File: src/opr_pkg.sv
`default_nettype none

package opr_pkg;

	localparam int MAX_RULES = 256;
	localparam int SLOT_W    = (MAX_RULES > 1) ? $clog2(MAX_RULES) : 1;
	localparam int CNT_W     = $clog2(MAX_RULES + 1);

	localparam int SYM_W     = 32;
	localparam int SLOTF_W   = 8;
	localparam int START_W   = 31;
	localparam int COUNT_W   = 9;

	localparam int CFG_IDX_W  = 2;
	localparam int CFG_DATA_W = 31;

	// stream payload widths
	localparam int IN_DATA_W  = 104;
	localparam int OUT_DATA_W = 40;
	localparam int OUT_PAD_W  = OUT_DATA_W - SYM_W - 1;

	// request queue between front and back
	localparam int RQ_DEPTH = 4;
	localparam int RQ_PTR_W = $clog2(RQ_DEPTH);
	localparam int RQ_CNT_W = $clog2(RQ_DEPTH + 1);

	// result queue at the output
	localparam int OQ_DEPTH = 4;
	localparam int OQ_PTR_W = $clog2(OQ_DEPTH);
	localparam int OQ_CNT_W = $clog2(OQ_DEPTH + 1);

	typedef enum logic [1:0] {
		REQ_NODE = 2'd0,
		REQ_LOAD = 2'd1,
		REQ_READ = 2'd2
	} req_t;

	typedef enum logic [CFG_IDX_W-1:0] {
		CFG_START_ID   = CFG_IDX_W'(0),
		CFG_RULE_COUNT = CFG_IDX_W'(1)
	} cfg_reg_t;

	typedef enum logic {
		KIND_PATH  = 1'b0,
		KIND_REPLY = 1'b1
	} kind_t;

	typedef enum logic {
		BK_DISPATCH,
		BK_SCAN
	} bk_state_t;

	typedef struct packed {
		req_t               op;
		logic [SYM_W-1:0]   node;
		logic               last;
		logic [SLOTF_W-1:0] slot;
		logic [SYM_W-1:0]   first;
		logic [SYM_W-1:0]   second;
	} req_item_t;

	typedef struct packed {
		logic [SYM_W-1:0] sym;
		logic             last;
		kind_t            kind;
		logic             flag;
	} out_item_t;

	typedef struct packed {
		logic [START_W-1:0] start_id;
		logic [COUNT_W-1:0] rule_count;
	} cfg_t;

endpackage

`default_nettype wire

File: src/opr_front.sv
`default_nettype none

module opr_front (
	input  wire logic                           clk,
	input  wire logic                           arst_n,
	input  wire logic                           s_axis_tvalid,
	output logic                                s_axis_tready,
	input  wire logic [opr_pkg::IN_DATA_W-1:0]  s_axis_tdata,
	input  wire logic [1:0]                     s_axis_tuser,
	input  wire logic                           s_axis_tlast,
	output logic                                req_valid,
	input  wire logic                           req_ready,
	output opr_pkg::req_item_t                  req_item
);

	opr_pkg::req_item_t                in_item;
	opr_pkg::req_item_t                rq_mem [opr_pkg::RQ_DEPTH];
	logic [opr_pkg::RQ_PTR_W-1:0]      rq_wptr_q, rq_rptr_q;
	logic [opr_pkg::RQ_CNT_W-1:0]      rq_cnt_q;
	logic                              keep, push, pop;

	always_comb begin
		in_item.op     = opr_pkg::req_t'(s_axis_tuser);
		in_item.node   = s_axis_tdata[31:0];
		in_item.last   = s_axis_tlast;
		in_item.slot   = s_axis_tdata[39:32];
		in_item.first  = s_axis_tdata[71:40];
		in_item.second = s_axis_tdata[103:72];
		case (s_axis_tuser)
			opr_pkg::REQ_NODE, opr_pkg::REQ_LOAD, opr_pkg::REQ_READ: begin
				keep = 1'b1;
			end
			default: begin
				keep = 1'b0;  // unused code: taken and dropped
			end
		endcase
	end

	assign s_axis_tready = (rq_cnt_q != opr_pkg::RQ_CNT_W'(opr_pkg::RQ_DEPTH));
	assign push          = s_axis_tvalid && s_axis_tready && keep;
	assign req_valid     = (rq_cnt_q != '0);
	assign pop           = req_valid && req_ready;
	assign req_item      = rq_mem[rq_rptr_q];

	always_ff @(posedge clk or negedge arst_n) begin
		if (!arst_n) begin
			rq_wptr_q <= '0;
			rq_rptr_q <= '0;
			rq_cnt_q  <= '0;
		end else begin
			if (push) begin
				rq_wptr_q <= rq_wptr_q + 1'b1;
			end
			if (pop) begin
				rq_rptr_q <= rq_rptr_q + 1'b1;
			end
			case ({push, pop})
				2'b10:   rq_cnt_q <= rq_cnt_q + 1'b1;
				2'b01:   rq_cnt_q <= rq_cnt_q - 1'b1;
				default: rq_cnt_q <= rq_cnt_q;
			endcase
		end
	end

	always_ff @(posedge clk) begin
		if (push) begin
			rq_mem[rq_wptr_q] <= in_item;
		end
	end

endmodule

`default_nettype wire

File: config.mk
export PLATFORM = sky130hd
export DESIGN_NAME = opr_front
export DESIGN_NICKNAME = d
export VERILOG_FILES = /design/src/opr_pkg.sv /design/src/opr_front.sv
export SDC_FILE = /design/constraint.sdc
export NUM_CORES = 1
export LEC_CHECK = 0
export BUFFER_PORTS_ARGS = -buffer_cell sky130_fd_sc_hd__buf_2
export CELL_PAD_IN_SITES_DETAIL_PLACEMENT = 1
export CELL_PAD_IN_SITES_GLOBAL_PLACEMENT = 2
export CORE_MARGIN = 4
export CORE_UTILIZATION = 41
export DETAILED_ROUTE_END_ITERATION = 10
export PLACE_DENSITY_LB_ADDON = 0.1
export SLEW_MARGIN = 15
export SYNTH_ARGS = -nofsm -noshare
export SYNTH_HDL_FRONTEND = slang
export SYNTH_SLANG_ARGS = --single-unit
export TNS_END_PERCENT = 1
File: constraint.sdc
create_clock -name clk -period 2.5 [get_ports clk]
set_input_delay 0.625 -clock clk [delete_from_list [all_inputs] [get_ports clk]]
set_output_delay 0.625 -clock clk [all_outputs]
set_load 0.01 [all_outputs]
==> reports/summary.log <==
[critical_path] slowest library cell on the worst path mux4_2
[critical_path] highest net fanout along the worst path 12
[drt] remaining routing DRC violations 0
[drt] Antenna Violating Nets Remaining 0
[critical_path] capture point of the worst reg-to-reg path rq_cnt_q[2]$_DFFE_PN0P_
[drt] mean number of vias per cell 5.12
[critical_path] start-to-end type of the worst setup path flop to output pin
[yosys] netlist area before placement 0.0158 mm²
[clock_network] clock transition time at the flip-flop clock pins of the worst setup and hold paths 0.06 ns
[yosys] Netlist cell types 22
[clock_network] H-Tree Level Count 2
[yosys] number of synthesized flops with an enable pin 428
[pwr] Power Density 1210 mW/mm²
[yosys] Synth top area share 81.2%
[sta] Max-slew headroom 74.2%
[critical_path] Crit Reg-Reg Startpoint rq_cnt_q[0]$_DFFE_PN0P_
[clock_network] clock buffers created by TritonCTS 46
[floorplanning] initial core utilization 41.8%
[critical_path] CP Launch Point rq_rptr_q[0]$_DFFE_PN0P_
[critical_path] CP Launch Type flop
[yosys] count of warnings emitted by yosys 0
[yosys] Avg Inst Size Synth 26.5 µm²
[grt] wire length of the first global-routing pass 53.4 mm
[sta] # setup viols final 107
[drt] router iterations before antenna repair 4
[floorplanning] Die Outline Area 0.0418 mm²
[sta] actual slew at the worst max-slew pin 0.386 ns
[sta] share of the cycle needed by the critical path after routing 108%
[sta] Pins Over Slew Limit 0
[finish] antenna diode count 0
[outcome] violations in the final reports setup timing
[floorplanning] I/O Pins 220
[drt] Detailed Route WL 36.3 mm
[sta] count of final hold-check violations 0
[floorplanning] # rows 71
[yosys] number of synthesized register bits 435
[critical_path] crit-path max cell delay 0.52 ns
[yosys] synthesized netlist net count 715
[grt] remaining global-route overflow 0
[grt] number of global-route vias before repair 8,319
[critical_path] Arrival @ worst endpoint 2.08 ns
[yosys] cell type with the highest aggregate area in the netlist edfxtp_1
[critical_path] family of cells with the greatest summed delay on the critical path buffers and inverters
[yosys] sequential area share after synthesis 82.3%
[floorplanning] x dimension of the die 204 µm
[min_path] instance count along the most critical hold path 1
[pwr] Static Leak 6.83 nW
[sta] setup repair after global routing missed its margin yes
[critical_path] number of cells traversed by the worst register-to-register path 9
[placement] Routability Congestion 0.763
[yosys] ys async rst share 1.61%
[pwr] Max rail drop VDD 614 µV
[finish] layout cell share with drive strength beyond 1 47.9%
[placement] Final HPWL DP 21.6 mm
[critical_path] CP endpoint kind output pin
[pwr] overall power 24.0 mW
[clock_network] clock tree from TritonCTS yes
[clock_network] clock root cell clkbuf_16
[drt] DRC marker count from the first detailed-route iteration 407
[min_path] type of the most critical hold path primary input to flop
[grt] pin count of the biggest net entering global routing 57
[critical_path] crit-path cells buf_6, buf_16, mux4_2, buf_2
[outcome] result of the run finished, violations left
[clock_network] CTS Sinks 435
[clock_network] maximum number of buffers from clock root to sink 3
[sta] PnR worst setup slack -0.208 ns
[floorplanning] placeable core area 0.0378 mm²
[yosys] largest cells by area after synthesis edfxtp_1 (81%), mux4_2 (15%), dfrtp_1 (1.1%)
[min_path] destination of the worst hold path rq_mem[1][72]$_DFFE_PP_
[sta] achievable clock frequency 369 MHz
[sta] Post-Route Setup TNS -18.54 ns
[yosys] predominant post-synthesis flop cell edfxtp_1
[critical_path] sum of buffers and inverters on the critical path 3
[critical_path] Reg2Reg Setup Slack 0.26 ns
[flow_run] maximum capacitance violations 0
[min_path] hold path start s_axis_tlast
[placement] Buffers on Ports 219
[floorplanning] die boundary height 204 µm
[yosys] cell count after synthesis 598
[sta] clk_skew 0.0187 ns
[finish] area growth from synthesis to layout 25.6%
[drt] routed vias 7,324
[critical_path] required time worst endpoint 1.88 ns
[grt] number of antenna violations at the first check in global routing 6
[grt] GRT Util Overall 17.3%
[clock_network] clock insertion delay at the later pin of the skew report 0.56 ns
[sta] time the final worst path needs with I/O delays and setup 2.71 ns
[drt] routed wirelength normalized by instance count 25.4 µm
[finish] layout net count 1,000
flip-flops by register name, indices dropped and copies added (netlist names):
register / flops
rq_mem: 428
rq_rptr_q: 2
rq_cnt_q: 3
rq_wptr_q: 2
cell usage after synthesis (all sizes together) (2+ instances only):
library cell    n
inv             6
ha              5
dfrtp           7
buf            18
xnor2           3
and2            4
clkbuf          7
xor2            3
edfxtp        428
mux4          107
nand2           2
layer usage:
| layer | global-route usage [%] | wire length [µm] | up-vias |
|---|---|---|---|
| met5 | 0 | 79 | - |
| met4 | 4.93 | 661 | 12 |
| met2 | 29.4 | 18600 | 202 |
| met1 | 22.0 | 14700 | 3896 |
| met3 | 5.01 | 2330 | 59 |
| li1 | - | - | 3155 |
placed cells by master, fill, tap and decap left out, types with 4 or more instances in the layout:
cell type,instances
inv_1,6
buf_16,8
dfrtp_1,5
clkinv_2,8
buf_4,10
buf_2,182
clkbuf_1,9
clkbuf_16,54
ha_1,5
mux4_2,107
and2_4,4
buf_12,12
buf_6,44
edfxtp_1,428
clkinv_1,12
metrics by stage:
step	util, %	hold slack (ns)	std cells	cell area, µm²	setup WS (ns)
after detailed placement	47.1	0.486	1329	17800	0.257
after floorplan	-	0.329	598	15800	-0.219
after global routing	52.5	0.256	1430	19900	-0.299
after CTS	51.9	0.234	1426	19700	-0.307
final	52.5	0.278	1430	19900	-0.208
after global placement	47.1	0.479	1329	17800	0.270
area by class of cell:
class,count,area (µm²)
fillers,3348,18000
flip-flops and latches,435,13000
multi-input cells,132,2650
repair buffers,262,2080
clock buffers,61,1300
well taps,511,639
clock inverters,23,154
inverters,6,22.5
how the worst max path moves through the flow:
stage | to | slack, ns | cells after the start
6_report | req_item[69] | -0.21 | 4
3_3_place_gp | req_item[35] | 0.27 | 3
3_5_place_dp | req_item[89] | 0.26 | 3
2_1_floorplan | rq_mem[0][0]$_DFFE_PP_ | -0.22 | 4
4_1_cts | req_item[89] | -0.31 | 4
5_1_grt | req_item[10] | -0.30 | 4
cell families (layout without fill, tap and decap cells):
family,count (synthesis),after routing,synth area share [%]
DFF,435,435,82.3
AOI/OAI and AO/OA,1,1,0.0633
adders and majority gates,6,6,0.522
xor gates and xnor gates,6,6,0.332
muxes,109,109,15.4
buffers and inverters,31,352,0.965
and+or+nand+nor,10,10,0.403
where the power goes:
| group | internal (mW) | switching [mW] |
|---|---|---|
| Combinational | 4.00 | 3.92 |
| Clock | 3.85 | 2.63 |
| Sequential | 9.27 | 0.297 |
timing repair:
action	4_1_cts	5_1_grt
hold buffers	1	0
resized for setup	31	22
hold endpoints to repair	7	0
gates cloned	5	5
buffers inserted	7	1
setup endpoints to repair	107	107
Note: power is estimated with default switching activity, not from simulation.
